## src/hw/rtl/ultrasonic_range_averager_macros.svh

```systemverilog
// Assertion macros for the ultrasonic range averager.
// URA_ASSERT checks cons in the same cycle as ante; URA_ASSERT_NEXT checks it in the cycle after.
`ifndef ULTRASONIC_RANGE_AVERAGER_MACROS_SVH
`define ULTRASONIC_RANGE_AVERAGER_MACROS_SVH
`ifndef NO_ASSERTIONS
`define URA_ASSERT(label, clk, rst_n, ante, cons) \
    label: assert property (@(posedge clk) disable iff (!rst_n) (ante) |-> (cons)) \
        else $error("ultrasonic_range_averager: same-cycle check failed");
`define URA_ASSERT_NEXT(label, clk, rst_n, ante, cons) \
    label: assert property (@(posedge clk) disable iff (!rst_n) (ante) |=> (cons)) \
        else $error("ultrasonic_range_averager: next-cycle check failed");
`else
`define URA_ASSERT(label, clk, rst_n, ante, cons)
`define URA_ASSERT_NEXT(label, clk, rst_n, ante, cons)
`endif
`endif

```

## src/hw/rtl/ura_pkg.sv

```systemverilog
`default_nettype none
package ura_pkg;

    localparam int unsigned CFG_IDX_W    = 3;
    localparam int unsigned CFG_DATA_W   = 24;
    localparam int unsigned TIMER_W      = 24;
    localparam int unsigned PULSE_W      = 16;
    localparam int unsigned COUNT_W      = 5;
    localparam int unsigned SCALE_W      = 24;
    localparam int unsigned SCALE_HALF_W = 12;
    localparam int unsigned DIST_W       = 16;
    localparam int unsigned FRAC_SHIFT   = 16;

    typedef logic [CFG_IDX_W-1:0] t_cfg_idx;

    // Configuration register indexes
    localparam t_cfg_idx CFG_SETTLE_TICKS   = 3'd0;
    localparam t_cfg_idx CFG_PULSE_TICKS    = 3'd1;
    localparam t_cfg_idx CFG_PROBE_COUNT    = 3'd2;
    localparam t_cfg_idx CFG_DISTANCE_SCALE = 3'd3;
    localparam t_cfg_idx CFG_RANGE_LIMIT    = 3'd4;

    // Reset values of the configuration registers
    localparam logic [TIMER_W-1:0] RST_SETTLE_TICKS   = 24'd500000;
    localparam logic [PULSE_W-1:0] RST_PULSE_TICKS    = 16'd10;
    localparam logic [COUNT_W-1:0] RST_PROBE_COUNT    = 5'd5;
    localparam logic [SCALE_W-1:0] RST_DISTANCE_SCALE = 24'd9442;
    localparam logic [DIST_W-1:0]  RST_RANGE_LIMIT    = 16'd2048;

    localparam logic [DIST_W-1:0]  DIST_MAX           = 16'hFFFF;

    typedef enum logic [3:0] {
        ST_IDLE,
        ST_SETTLE,
        ST_PULSE,
        ST_WAIT,
        ST_HIGH,
        ST_MUL_LO,
        ST_MUL_HI,
        ST_MUL_SUM,
        ST_ACC,
        ST_CHK,
        ST_DIV,
        ST_FIN
    } t_state;

    typedef struct packed {
        logic clr_meas;
        logic tmr_inc;
        logic tmr_clr;
        logic width_set;
        logic width_inc;
        logic mul_lo;
        logic mul_hi;
        logic mul_sum;
        logic acc;
        logic div_start;
        logic div_step;
        logic set_last;
        logic out_load;
        logic out_trig;
        logic out_busy;
        logic out_done;
    } t_cmd;

    typedef struct packed {
        logic settle_end;
        logic pulse_end;
        logic meas_done;
        logic div_last;
    } t_sts;

endpackage
`default_nettype wire

```

## src/hw/rtl/ura_in_if.sv

```systemverilog
`default_nettype none
interface ura_in_if;
    logic valid;
    logic ready;
    logic start_req;
    logic echo;

    modport source (output valid, output start_req, output echo, input ready);
    modport sink (input valid, input start_req, input echo, output ready);
endinterface
`default_nettype wire

```

## src/hw/rtl/ura_out_if.sv

```systemverilog
`default_nettype none
interface ura_out_if;
    logic        valid;
    logic        ready;
    logic        trigger;
    logic        busy_res;
    logic        done_res;
    logic [15:0] distance;
    logic        out_of_range;

    modport source (
        output valid, output trigger, output busy_res, output done_res,
        output distance, output out_of_range, input ready
    );
    modport sink (
        input valid, input trigger, input busy_res, input done_res,
        input distance, input out_of_range, output ready
    );
endinterface
`default_nettype wire

```

## src/hw/rtl/ultrasonic_range_averager.sv

```systemverilog
// Ultrasonic range averager: times echo pulses of an ultrasonic ranging sensor.
// Input channel i_in: one transaction per timer tick, carrying start_req and the
// sampled echo level. Output channel o_out: exactly one transaction per input
// transaction, in order, with trigger, busy_res, done_res, distance and
// out_of_range. Configuration: i_cfg_we writes i_cfg_wdata to register
// i_cfg_idx (0 settle, 1 pulse, 2 probe count, 3 scale, 4 range limit); write
// only while no measurement is running.
// The result of a tick goes into the output register in the next cycle, except for
// the tick on which the echo falls. Throughput: one tick per cycle in idle, settle,
// pulse and wait phases and while the echo stays high, as long as the output does
// not stall. The tick on which the echo falls runs three multiply steps of the
// 12-bit split scale, accumulate, check and finish, with the bit-serial divider
// between check and finish on the last probe; no tick is taken during these steps.
// Reset (synchronous, active low) returns the block to idle, clears the output flag,
// the sum and the last distance and restores the defaults; no clearing pass is needed.
// Stall: a result waits in the output register; in the tick phases the input side
// stops taking ticks while that register is full and o_out.ready is low.
`default_nettype none
`include "ultrasonic_range_averager_macros.svh"
module ultrasonic_range_averager #(
    parameter int unsigned MAX_PROBES   = 16,
    parameter int unsigned COUNTER_BITS = 24
) (
    input  wire logic                           i_clk,
    input  wire logic                           i_rst_n,
    ura_in_if.sink                              i_in,
    ura_out_if.source                           o_out,
    input  wire logic                           i_cfg_we,
    input  wire logic [ura_pkg::CFG_IDX_W-1:0]  i_cfg_idx,
    input  wire logic [ura_pkg::CFG_DATA_W-1:0] i_cfg_wdata
);

    ura_pkg::t_cmd w_cmd;
    ura_pkg::t_sts w_sts;

    // Controller: sequences the probe phases and the math after each probe
    ura_ctrl u_ctrl (
        .i_clk       (i_clk),
        .i_rst_n     (i_rst_n),
        .i_in_valid  (i_in.valid),
        .i_start_req (i_in.start_req),
        .i_echo      (i_in.echo),
        .o_in_ready  (i_in.ready),
        .o_out_valid (o_out.valid),
        .i_out_ready (o_out.ready),
        .o_cmd       (w_cmd),
        .i_sts       (w_sts)
    );

    // Datapath: timers, multiplier, accumulator, divider and the result register
    ura_dp #(
        .MAX_PROBES   (MAX_PROBES),
        .COUNTER_BITS (COUNTER_BITS)
    ) u_dp (
        .i_clk          (i_clk),
        .i_rst_n        (i_rst_n),
        .i_cfg_we       (i_cfg_we),
        .i_cfg_idx      (i_cfg_idx),
        .i_cfg_wdata    (i_cfg_wdata),
        .i_cmd          (w_cmd),
        .o_sts          (w_sts),
        .o_trigger      (o_out.trigger),
        .o_busy_res     (o_out.busy_res),
        .o_done_res     (o_out.done_res),
        .o_distance     (o_out.distance),
        .o_out_of_range (o_out.out_of_range)
    );

    // A completed measurement never reports busy
    `URA_ASSERT(a_done_not_busy, i_clk, i_rst_n, o_out.valid && o_out.done_res, !o_out.busy_res)
    // Hold off new ticks while a result waits and the receiver stalls
    `URA_ASSERT(a_stall_blocks_input, i_clk, i_rst_n, o_out.valid && !o_out.ready, !i_in.ready)
    // Trigger is only driven inside a running measurement
    `URA_ASSERT(a_trig_busy, i_clk, i_rst_n, o_out.valid && o_out.trigger, o_out.busy_res)
    // No tick is taken once the divider has started
    `URA_ASSERT_NEXT(a_div_blocks_input, i_clk, i_rst_n, w_cmd.div_start, !i_in.ready)

endmodule
`default_nettype wire

```

## src/hw/rtl/ura_ctrl.sv

```systemverilog
`default_nettype none
module ura_ctrl (
    input  wire logic          i_clk,
    input  wire logic          i_rst_n,
    input  wire logic          i_in_valid,
    input  wire logic          i_start_req,
    input  wire logic          i_echo,
    output logic               o_in_ready,
    output logic               o_out_valid,
    input  wire logic          i_out_ready,
    output ura_pkg::t_cmd      o_cmd,
    input  wire ura_pkg::t_sts i_sts
);

    ura_pkg::t_state r_state;
    ura_pkg::t_state n_state;
    logic            r_out_valid;
    logic            n_out_valid;
    logic            w_out_free;
    logic            w_take;

    assign w_out_free = !r_out_valid || i_out_ready;

    always_ff @(posedge i_clk) begin
        if (!i_rst_n) begin
            r_state     <= ura_pkg::ST_IDLE;
            r_out_valid <= 1'b0;
        end else begin
            r_state     <= n_state;
            r_out_valid <= n_out_valid;
        end
    end

    always_comb begin
        n_state    = r_state;
        o_cmd      = '0;
        o_in_ready = 1'b0;
        w_take     = 1'b0;
        case (r_state)
            ura_pkg::ST_IDLE: begin
                o_in_ready = w_out_free;
                w_take     = i_in_valid && w_out_free;
                if (w_take) begin
                    o_cmd.out_load = 1'b1;
                    if (i_start_req) begin
                        o_cmd.clr_meas = 1'b1;
                        o_cmd.out_busy = 1'b1;
                        n_state        = ura_pkg::ST_SETTLE;
                    end
                end
            end
            ura_pkg::ST_SETTLE: begin
                o_in_ready = w_out_free;
                w_take     = i_in_valid && w_out_free;
                if (w_take) begin
                    o_cmd.tmr_inc  = 1'b1;
                    o_cmd.out_load = 1'b1;
                    o_cmd.out_busy = 1'b1;
                    if (i_sts.settle_end) begin
                        o_cmd.tmr_clr = 1'b1;
                        n_state       = ura_pkg::ST_PULSE;
                    end
                end
            end
            ura_pkg::ST_PULSE: begin
                o_in_ready = w_out_free;
                w_take     = i_in_valid && w_out_free;
                if (w_take) begin
                    o_cmd.tmr_inc  = 1'b1;
                    o_cmd.out_load = 1'b1;
                    o_cmd.out_busy = 1'b1;
                    o_cmd.out_trig = 1'b1;
                    if (i_sts.pulse_end) begin
                        o_cmd.tmr_clr = 1'b1;
                        n_state       = ura_pkg::ST_WAIT;
                    end
                end
            end
            ura_pkg::ST_WAIT: begin
                o_in_ready = w_out_free;
                w_take     = i_in_valid && w_out_free;
                if (w_take) begin
                    o_cmd.out_load = 1'b1;
                    o_cmd.out_busy = 1'b1;
                    if (i_echo) begin
                        o_cmd.width_set = 1'b1;
                        n_state         = ura_pkg::ST_HIGH;
                    end
                end
            end
            ura_pkg::ST_HIGH: begin
                o_in_ready = w_out_free;
                w_take     = i_in_valid && w_out_free;
                if (w_take) begin
                    if (i_echo) begin
                        o_cmd.width_inc = 1'b1;
                        o_cmd.out_load  = 1'b1;
                        o_cmd.out_busy  = 1'b1;
                    end else begin
                        // echo fell: hold the result until the probe math is done
                        n_state = ura_pkg::ST_MUL_LO;
                    end
                end
            end
            ura_pkg::ST_MUL_LO: begin
                o_cmd.mul_lo = 1'b1;
                n_state      = ura_pkg::ST_MUL_HI;
            end
            ura_pkg::ST_MUL_HI: begin
                o_cmd.mul_hi = 1'b1;
                n_state      = ura_pkg::ST_MUL_SUM;
            end
            ura_pkg::ST_MUL_SUM: begin
                o_cmd.mul_sum = 1'b1;
                n_state       = ura_pkg::ST_ACC;
            end
            ura_pkg::ST_ACC: begin
                o_cmd.acc = 1'b1;
                n_state   = ura_pkg::ST_CHK;
            end
            ura_pkg::ST_CHK: begin
                if (i_sts.meas_done) begin
                    o_cmd.div_start = 1'b1;
                    n_state         = ura_pkg::ST_DIV;
                end else begin
                    n_state = ura_pkg::ST_FIN;
                end
            end
            ura_pkg::ST_DIV: begin
                o_cmd.div_step = 1'b1;
                if (i_sts.div_last) begin
                    n_state = ura_pkg::ST_FIN;
                end
            end
            ura_pkg::ST_FIN: begin
                if (w_out_free) begin
                    o_cmd.out_load = 1'b1;
                    o_cmd.tmr_clr  = 1'b1;
                    if (i_sts.meas_done) begin
                        o_cmd.set_last = 1'b1;
                        o_cmd.out_done = 1'b1;
                        n_state        = ura_pkg::ST_IDLE;
                    end else begin
                        o_cmd.out_busy = 1'b1;
                        n_state        = ura_pkg::ST_SETTLE;
                    end
                end
            end
            default: begin
                n_state = ura_pkg::ST_IDLE;
            end
        endcase
    end

    always_comb begin
        if (o_cmd.out_load) begin
            n_out_valid = 1'b1;
        end else if (i_out_ready) begin
            n_out_valid = 1'b0;
        end else begin
            n_out_valid = r_out_valid;
        end
    end

    assign o_out_valid = r_out_valid;

endmodule
`default_nettype wire

```

## src/hw/rtl/ura_dp.sv

```systemverilog
`default_nettype none
module ura_dp #(
    parameter int unsigned MAX_PROBES   = 16,
    parameter int unsigned COUNTER_BITS = 24
) (
    input  wire logic                                i_clk,
    input  wire logic                                i_rst_n,
    input  wire logic                                i_cfg_we,
    input  wire logic [ura_pkg::CFG_IDX_W-1:0]       i_cfg_idx,
    input  wire logic [ura_pkg::CFG_DATA_W-1:0]      i_cfg_wdata,
    input  wire ura_pkg::t_cmd                       i_cmd,
    output ura_pkg::t_sts                            o_sts,
    output logic                                     o_trigger,
    output logic                                     o_busy_res,
    output logic                                     o_done_res,
    output logic [ura_pkg::DIST_W-1:0]               o_distance,
    output logic                                     o_out_of_range
);

    localparam int unsigned CNT_W  = ura_pkg::COUNT_W;
    localparam int unsigned CAP    = (MAX_PROBES < 31) ? MAX_PROBES : 31;
    localparam logic [CNT_W-1:0] CAP_CNT = CNT_W'(CAP);
    localparam int unsigned SUM_W  = ura_pkg::DIST_W + $clog2(CAP);
    localparam int unsigned PP_W   = COUNTER_BITS + ura_pkg::SCALE_HALF_W;
    localparam int unsigned ACC_W  = COUNTER_BITS + ura_pkg::SCALE_W;
    localparam int unsigned DQ_W   = ACC_W - ura_pkg::FRAC_SHIFT;
    localparam int unsigned DIVC_W = $clog2(SUM_W + 1);
    localparam int unsigned REM_W  = CNT_W + 1;
    localparam int unsigned TMR_W  = ura_pkg::TIMER_W;
    localparam int unsigned HALF_W = ura_pkg::SCALE_HALF_W;

    logic [TMR_W-1:0]           r_settle;
    logic [ura_pkg::PULSE_W-1:0] r_pulse;
    logic [CNT_W-1:0]           r_count;
    logic [ura_pkg::SCALE_W-1:0] r_scale;
    logic [ura_pkg::DIST_W-1:0] r_limit;

    logic [TMR_W-1:0]           r_timer;
    logic [COUNTER_BITS-1:0]    r_width;
    logic [PP_W-1:0]            r_pp;
    logic [ACC_W-1:0]           r_acc;
    logic [SUM_W-1:0]           r_sum;
    logic [CNT_W-1:0]           r_probes;
    logic                       r_range;
    logic [ura_pkg::DIST_W-1:0] r_last;
    logic [REM_W-1:0]           r_rem;
    logic [SUM_W-1:0]           r_quo;
    logic [DIVC_W-1:0]          r_divc;

    logic                       r_out_trig;
    logic                       r_out_busy;
    logic                       r_out_done;
    logic [ura_pkg::DIST_W-1:0] r_out_dist;
    logic                       r_out_range;

    logic [CNT_W-1:0]           w_eff;
    logic [TMR_W-1:0]           w_timer_inc;
    logic [HALF_W-1:0]          w_mul_op;
    logic [PP_W-1:0]            w_pp;
    logic [DQ_W-1:0]            w_dq;
    logic [ura_pkg::DIST_W-1:0] w_dist;
    logic [REM_W-1:0]           w_trial;
    logic                       w_qbit;

    // Configuration registers
    always_ff @(posedge i_clk) begin
        if (!i_rst_n) begin
            r_settle <= ura_pkg::RST_SETTLE_TICKS;
            r_pulse  <= ura_pkg::RST_PULSE_TICKS;
            r_count  <= ura_pkg::RST_PROBE_COUNT;
            r_scale  <= ura_pkg::RST_DISTANCE_SCALE;
            r_limit  <= ura_pkg::RST_RANGE_LIMIT;
        end else if (i_cfg_we) begin
            case (i_cfg_idx)
                ura_pkg::CFG_SETTLE_TICKS:   r_settle <= i_cfg_wdata;
                ura_pkg::CFG_PULSE_TICKS:    r_pulse  <= i_cfg_wdata[ura_pkg::PULSE_W-1:0];
                ura_pkg::CFG_PROBE_COUNT:    r_count  <= i_cfg_wdata[CNT_W-1:0];
                ura_pkg::CFG_DISTANCE_SCALE: r_scale  <= i_cfg_wdata;
                ura_pkg::CFG_RANGE_LIMIT:    r_limit  <= i_cfg_wdata[ura_pkg::DIST_W-1:0];
                default: begin
                end
            endcase
        end
    end

    // Clamp the probe count into 1..cap
    always_comb begin
        if (r_count == '0) begin
            w_eff = CNT_W'(1);
        end else if (r_count > CAP_CNT) begin
            w_eff = CAP_CNT;
        end else begin
            w_eff = r_count;
        end
    end

    // Phase timer and echo width
    assign w_timer_inc = r_timer + TMR_W'(1);

    always_ff @(posedge i_clk) begin
        if (!i_rst_n) begin
            r_timer <= '0;
            r_width <= '0;
        end else begin
            if (i_cmd.clr_meas || i_cmd.tmr_clr) begin
                r_timer <= '0;
            end else if (i_cmd.tmr_inc) begin
                r_timer <= w_timer_inc;
            end
            if (i_cmd.clr_meas) begin
                r_width <= '0;
            end else if (i_cmd.width_set) begin
                r_width <= COUNTER_BITS'(1);
            end else if (i_cmd.width_inc && (r_width != '1)) begin
                r_width <= r_width + COUNTER_BITS'(1);
            end
        end
    end

    // Width times scale, one 12-bit half of the scale per cycle
    assign w_mul_op = i_cmd.mul_hi ? r_scale[ura_pkg::SCALE_W-1:HALF_W] : r_scale[HALF_W-1:0];
    assign w_pp     = PP_W'(r_width) * PP_W'(w_mul_op);

    always_ff @(posedge i_clk) begin
        if (i_cmd.mul_lo || i_cmd.mul_hi) begin
            r_pp <= w_pp;
        end
        if (i_cmd.mul_hi) begin
            r_acc <= ACC_W'(r_pp);
        end else if (i_cmd.mul_sum) begin
            r_acc <= r_acc + (ACC_W'(r_pp) << HALF_W);
        end
    end

    // Drop the fraction and saturate the probe distance
    assign w_dq   = r_acc[ACC_W-1:ura_pkg::FRAC_SHIFT];
    assign w_dist = (w_dq > DQ_W'(ura_pkg::DIST_MAX)) ? ura_pkg::DIST_MAX
                                                      : w_dq[ura_pkg::DIST_W-1:0];

    always_ff @(posedge i_clk) begin
        if (!i_rst_n) begin
            r_sum    <= '0;
            r_probes <= '0;
            r_range  <= 1'b0;
            r_last   <= '0;
            r_divc   <= '0;
        end else begin
            if (i_cmd.clr_meas) begin
                r_sum    <= '0;
                r_probes <= '0;
                r_range  <= 1'b0;
            end else if (i_cmd.acc) begin
                r_sum    <= r_sum + SUM_W'(w_dist);
                r_probes <= r_probes + CNT_W'(1);
                if (w_dist > r_limit) begin
                    r_range <= 1'b1;
                end
            end
            if (i_cmd.set_last) begin
                r_last <= r_quo[ura_pkg::DIST_W-1:0];
            end
            if (i_cmd.div_start) begin
                r_divc <= DIVC_W'(SUM_W);
            end else if (i_cmd.div_step) begin
                r_divc <= r_divc - DIVC_W'(1);
            end
        end
    end

    // Restoring divider, one quotient bit per cycle
    assign w_trial = {r_rem[REM_W-2:0], r_quo[SUM_W-1]};
    assign w_qbit  = (w_trial >= REM_W'(w_eff));

    always_ff @(posedge i_clk) begin
        if (i_cmd.div_start) begin
            r_rem <= '0;
            r_quo <= r_sum;
        end else if (i_cmd.div_step) begin
            r_rem <= w_qbit ? (w_trial - REM_W'(w_eff)) : w_trial;
            r_quo <= {r_quo[SUM_W-2:0], w_qbit};
        end
    end

    // Result register
    always_ff @(posedge i_clk) begin
        if (i_cmd.out_load) begin
            r_out_trig  <= i_cmd.out_trig;
            r_out_busy  <= i_cmd.out_busy;
            r_out_done  <= i_cmd.out_done;
            r_out_dist  <= i_cmd.set_last ? r_quo[ura_pkg::DIST_W-1:0] : r_last;
            r_out_range <= i_cmd.clr_meas ? 1'b0 : r_range;
        end
    end

    assign o_sts.settle_end = (w_timer_inc >= r_settle);
    assign o_sts.pulse_end  = (w_timer_inc >= TMR_W'(r_pulse));
    assign o_sts.meas_done  = (r_probes >= w_eff);
    assign o_sts.div_last   = (r_divc == DIVC_W'(1));

    assign o_trigger      = r_out_trig;
    assign o_busy_res     = r_out_busy;
    assign o_done_res     = r_out_done;
    assign o_distance     = r_out_dist;
    assign o_out_of_range = r_out_range;

endmodule
`default_nettype wire
```

## src/flat_wrapper.sv

```systemverilog
// flat-port wrapper written by rule: the top's interface ports become plain ports
module ultrasonic_range_averager_flat 
#(
    parameter int unsigned MAX_PROBES   = 16,
    parameter int unsigned COUNTER_BITS = 24
)
  (i_clk, i_rst_n, i_cfg_we, i_cfg_idx, i_cfg_wdata, i_in_valid, i_in_start_req, i_in_echo, i_in_ready, o_out_valid, o_out_trigger, o_out_busy_res, o_out_done_res, o_out_distance, o_out_out_of_range, o_out_ready);
  ura_in_if i_in_i ();
  ura_out_if o_out_i ();
  input  wire logic i_clk;
  input  wire logic i_rst_n;
  input  wire logic i_cfg_we;
  input  wire logic [ura_pkg::CFG_IDX_W-1:0] i_cfg_idx;
  input  wire logic [ura_pkg::CFG_DATA_W-1:0] i_cfg_wdata;
  input wire logic [$bits(i_in_i.valid)-1:0] i_in_valid;
  input wire logic [$bits(i_in_i.start_req)-1:0] i_in_start_req;
  input wire logic [$bits(i_in_i.echo)-1:0] i_in_echo;
  output wire logic [$bits(i_in_i.ready)-1:0] i_in_ready;
  output wire logic [$bits(o_out_i.valid)-1:0] o_out_valid;
  output wire logic [$bits(o_out_i.trigger)-1:0] o_out_trigger;
  output wire logic [$bits(o_out_i.busy_res)-1:0] o_out_busy_res;
  output wire logic [$bits(o_out_i.done_res)-1:0] o_out_done_res;
  output wire logic [$bits(o_out_i.distance)-1:0] o_out_distance;
  output wire logic [$bits(o_out_i.out_of_range)-1:0] o_out_out_of_range;
  input wire logic [$bits(o_out_i.ready)-1:0] o_out_ready;
  assign i_in_i.valid = i_in_valid;
  assign i_in_i.start_req = i_in_start_req;
  assign i_in_i.echo = i_in_echo;
  assign i_in_ready = i_in_i.ready;
  assign o_out_valid = o_out_i.valid;
  assign o_out_trigger = o_out_i.trigger;
  assign o_out_busy_res = o_out_i.busy_res;
  assign o_out_done_res = o_out_i.done_res;
  assign o_out_distance = o_out_i.distance;
  assign o_out_out_of_range = o_out_i.out_of_range;
  assign o_out_i.ready = o_out_ready;
  ultrasonic_range_averager #(.MAX_PROBES(MAX_PROBES), .COUNTER_BITS(COUNTER_BITS)) u_core (.i_clk(i_clk), .i_rst_n(i_rst_n), .i_in(i_in_i), .o_out(o_out_i), .i_cfg_we(i_cfg_we), .i_cfg_idx(i_cfg_idx), .i_cfg_wdata(i_cfg_wdata));
endmodule
```

## config.mk

```make
export PLATFORM = sky130hd
export DESIGN_NAME = ultrasonic_range_averager_flat
export DESIGN_NICKNAME = d
export VERILOG_FILES = /design/src/hw/rtl/ura_pkg.sv /design/src/hw/rtl/ura_in_if.sv /design/src/hw/rtl/ura_out_if.sv /design/src/hw/rtl/ultrasonic_range_averager.sv /design/src/hw/rtl/ura_ctrl.sv /design/src/hw/rtl/ura_dp.sv /design/src/flat_wrapper.sv
export VERILOG_INCLUDE_DIRS = /design/src /design/src/hw/rtl
export SDC_FILE = /design/constraint.sdc
export NUM_CORES = 1
export LEC_CHECK = 0
export BUFFER_PORTS_ARGS = -buffer_cell sky130_fd_sc_hd__buf_2
export CAP_MARGIN = 30
export CORE_UTILIZATION = 65
export DETAILED_ROUTE_END_ITERATION = 6
export GPL_TIMING_DRIVEN = 0
export PLACE_DENSITY = 0.82
export RECOVER_POWER = 25
export SYNTH_ARGS = -nofsm -noshare
export SYNTH_HDL_FRONTEND = slang
export SYNTH_HIERARCHICAL = 1
export SYNTH_SLANG_ARGS = --single-unit
export TNS_END_PERCENT = 20
```

## constraint.sdc

```tcl
create_clock -name i_clk -period 14.4 [get_ports i_clk]
set_clock_uncertainty 0.2 [all_clocks]
set_input_delay 4.32 -clock i_clk [delete_from_list [all_inputs] [get_ports i_clk]]
set_output_delay 4.32 -clock i_clk [all_outputs]
set_load 0.01 [all_outputs]
```

==> key figures <==
Final layout
  – Fin util: 71.18%
  – Multi-input logic area: 16500 µm²
  – Nets: 3425
  – Area growth syn-to-layout: 7.828%
  – Reg area: 7047 µm²
  – Ant diodes: 0
  – Fillcell total: 2963
  – Layout cells sized above 1: 6.571%

Synth
  – Post-synthesis xor/xnor area fraction: 4.738%
  – Post-synthesis mux area share: 2.982%
  – Synth Register Bits: 302
  – Avg Cell Area, Syn: 8.861 µm²
  – Asr flop ratio synth: 0%
  – Compound-Gate Fraction of Synth Area: 12.18%
  – Syn nets: 3332
  – Simple-gate area share of the yosys netlist: 17.82%
  – Register area share after synthesis: 27.62%
  – Cell area after synthesis: 25510 µm²
  – Largest family of logic cells by synthesized area: adder cells
  – Synth Area in Adders: 27.11%
  – Area leader, netlist: fa_1
  – Synth Warn #: 6
  – Share of the synthesized area in the top cell type: 17.50%
  – Top post-synthesis cells by area: fa_1, dfxtp_1, edfxtp_1
  – Number of synthesized flops with an enable pin: 100
  – Ys flop type: dfxtp_1
  – Synth unique cells: 88
  – Synthesized instance count: 2879

Global route
  – Initial antenna violation count: 0
  – GRT overflow: 0
  – First-pass GRT wire length: 105300 µm
  – Vias in the first global route: 20910
  – Tot GR Track Use: 32.69%
  – Largest net degree at the start of global routing: 37

Hold path
  – Worst min-delay path class: register to register

STA
  – Slew Viols, Final: 37
  – FMAX: 104.2 MHz
  – Relative slew slack: -66.80%
  – Final Critical Period: 9596 ps
  – Least-Margin Pin Slew: 2502 ps
  – Total negative slack: 0 ps
  – Final hold viol count: 0
  – RSZ-0062 raised after global routing: false
  – Period utilization: 66.64%
  – Final setup fails: 0
  – Hold WS: 264.7 ps

Power and ir drop
  – Leak: 12.30 nW
  – Peak supply drop: 79.76 µV
  – Total design power: 1.896 mW
  – Pwr/cell area: 68.92 nW/µm²

Floorplanning
  – Die area: 40040 µm²
  – Initial Utilization: 66.01%
  – Die H: 200.1 µm
  – Num ports: 56
  – Core Area: 38650 µm²
  – # rows: 72
  – Die span in x: 200.1 µm

CTS
  – # hold bufs at CTS: 0
  – Clock root buffer: clkbuf_16
  – Postcts setup bufs: 0
  – Post-cts gate resize count: 0
  – H-tree depth: 2
  – TritonCTS sink count: 302
  – Worst skew pair latency: 550 ps
  – Worst-path clk slew: 60 ps
  – Clk buf depth: 3
  – CTS tree: done
  – Num CTS Buffers: 35

Status
  – Failing checks: max-capacitance violations, max-slew violations
  – Outcome: complete, but fails checks

Detailed routing
  – # DRC: 0
  – Drt initial violations: 1471
  – Wire per inst: 18.28 µm
  – DR pass1 iterations: 7
  – Final WL: 64270 µm
  – Total number of vias: 20850
  – Drt via density: 5.930
  – Routed Antenna Nets: 0

Placement
  – Number of port buffers: 55
  – HPWL Detailed: 50440 µm
  – GPL Wtd Cong: 0.9475

Worst setup path
  – Critical path's largest stage delay: 380 ps
  – Worst Path Required: 9880 ps
  – Worst Path Max Fanout: 6
  – Worst path bufs/invs: 2
  – CP Class: input port to output pin
  – WP data arrival: 5080 ps
  – Top Family by Delay on Critical Path: simple AND/OR/NAND/NOR gates
  – Critical Path Source Type: input port
  – Critical Path, Cell by Cell: buf_2, nor2b_1, a211oi_1, buf_2
  – Crit. End Element: output pin
  – Critical-path top delay cell: nor2b_1
  – Most common cell on crit path: buf_2

Flow run
  – Max Cap Viol: 1
## layout by cell type, fill, tap and decap left out, drive strengths merged, types with 21 or more instances in the layout
cell type    n
fa         223
o21ai       83
nor2b       23
nor2       145
ha         196
a21oi      105
edfxtp     100
nand2      488
a21boi      68
mux2i       22
mux2        48
clkbuf     174
buf         71
dfxtp      202
or2         21
a21o        50
nand4       27
nand2b      26
and2       102
nand3       51
nor3        26
inv        365
xnor2       64
xor2        74
and3        31
## stage by stage
step	setup WS, ps	instance area (µm²)	std cells
3_5_place_dp	4873	26450	3453
2_1_floorplan	5138	25510	2879
3_3_place_gp	4904	26430	3452
6_report	4804	27510	3516
5_1_grt	4776	27510	3516
4_1_cts	4826	27550	3516
## power breakdown
group | internal [mW] | total [mW] | switching [mW]
Clock | 0.496 | 0.859 | 0.364
Combinational | 0.0458 | 0.140 | 0.0944
Sequential | 0.888 | 0.896 | 0.00791
Total | 1.43 | 1.90 | 0.466
## kinds of logic (layout without fill, tap and decap cells)
kind of cell,Yosys count,count (layout)
compound gates,458,458
xor+xnor,138,138
fa+ha+maj,419,419
buf+inv,506,625
flops,302,302
mux,70,70
simple gates,986,986
## worst register-to-register path: stages (launching register included)
cell,delay [ps]
dfxtp_1,400
nand2b_1,230
nor2_1,170
clkbuf_1,680
clkbuf_1,680
mux2_2,480
clkbuf_1,580
nand2_1,220
fa_1,540
inv_1,50
fa_1,480
fa_1,550
fa_1,560
inv_1,60
fa_1,590
inv_1,60
ha_1,350
and3_1,230
o2111ai_1,190
a2111oi_1,630
o32ai_1,210
o21ai_0,300
a21oi_1,200
o21ai_1,190
xor2_1,90
## registers in the layout, indices dropped and copies added (netlist names), 16 cells and up
signal                  cells
u_core/u_dp/o_distance     16
u_core/u_dp/r_acc          36
u_core/u_dp/r_last         16
u_core/u_dp/r_limit        16
u_core/u_dp/r_pp           36
u_core/u_dp/r_pulse        16
u_core/u_dp/r_quo          20
u_core/u_dp/r_scale        24
u_core/u_dp/r_settle       24
u_core/u_dp/r_sum          20
u_core/u_dp/r_timer        24
u_core/u_dp/r_width        24
## final timing paths
| kind | start | to | slack [ps] | cells after the start |
|---|---|---|---|---|
| setup / recovery | o_out_ready | i_in_ready | 4800 | 4 |
| hold / removal | u_core/u_dp/r_settle[7] | u_core/u_dp/r_settle[7] | 260 | 2 |
| setup reg to reg | u_core/u_ctrl/r_state[1] | u_core/u_dp/r_pp[34] | 5240 | 24 |
| hold reg to reg | u_core/u_dp/r_settle[7] | u_core/u_dp/r_settle[7] | 260 | 2 |
## cell type report
cell class	count	share of cell area (%)
plain buffers	143	2.042
clock buffers	46	3.521
clock inverters	17	0.4958
inverters	363	4.953
multi-input cells	2071	60.00
flip-flops and latches	302	25.62
well taps	518	2.356
repair buffers	56	1.014
## metal layers
metal | part of all wire [%] | track usage [%] | vias to the layer above
met5 | 0 | 0 | -
met4 | 4.8 | 15.93 | 0
met3 | 6.5 | 4.995 | 229
met2 | 49 | 56.09 | 854
met1 | 40 | 40.25 | 10130
li1 | - | - | 9636
## cell usage after synthesis, types with 5 or more instances
| library cell | n |
|---|---|
| a211oi_1 | 13 |
| a21boi_0 | 67 |
| a21o_1 | 49 |
| a21oi_1 | 104 |
| a221oi_1 | 5 |
| a31oi_1 | 18 |
| and2_1 | 100 |
| and3_1 | 31 |
| buf_1 | 10 |
| buf_2 | 5 |
| clkbuf_1 | 124 |
| dfxtp_1 | 202 |
| edfxtp_1 | 100 |
| fa_1 | 223 |
| ha_1 | 196 |
| inv_1 | 363 |
| mux2_2 | 48 |
| mux2i_1 | 22 |
| nand2_1 | 488 |
| nand2b_1 | 26 |
| nand3_1 | 51 |
| nand4_1 | 27 |
| nor2_1 | 145 |
| nor2b_1 | 23 |
| nor3_1 | 25 |
| nor3b_1 | 5 |
| nor4_1 | 7 |
| o211ai_1 | 20 |
| o21a_1 | 16 |
| o21ai_0 | 78 |
| o21ai_1 | 5 |
| o21bai_1 | 19 |
| o31ai_1 | 5 |
| or2_2 | 20 |
| or3_1 | 14 |
| xnor2_1 | 64 |
| xor2_1 | 74 |
Power figures use the tool's default switching activity.
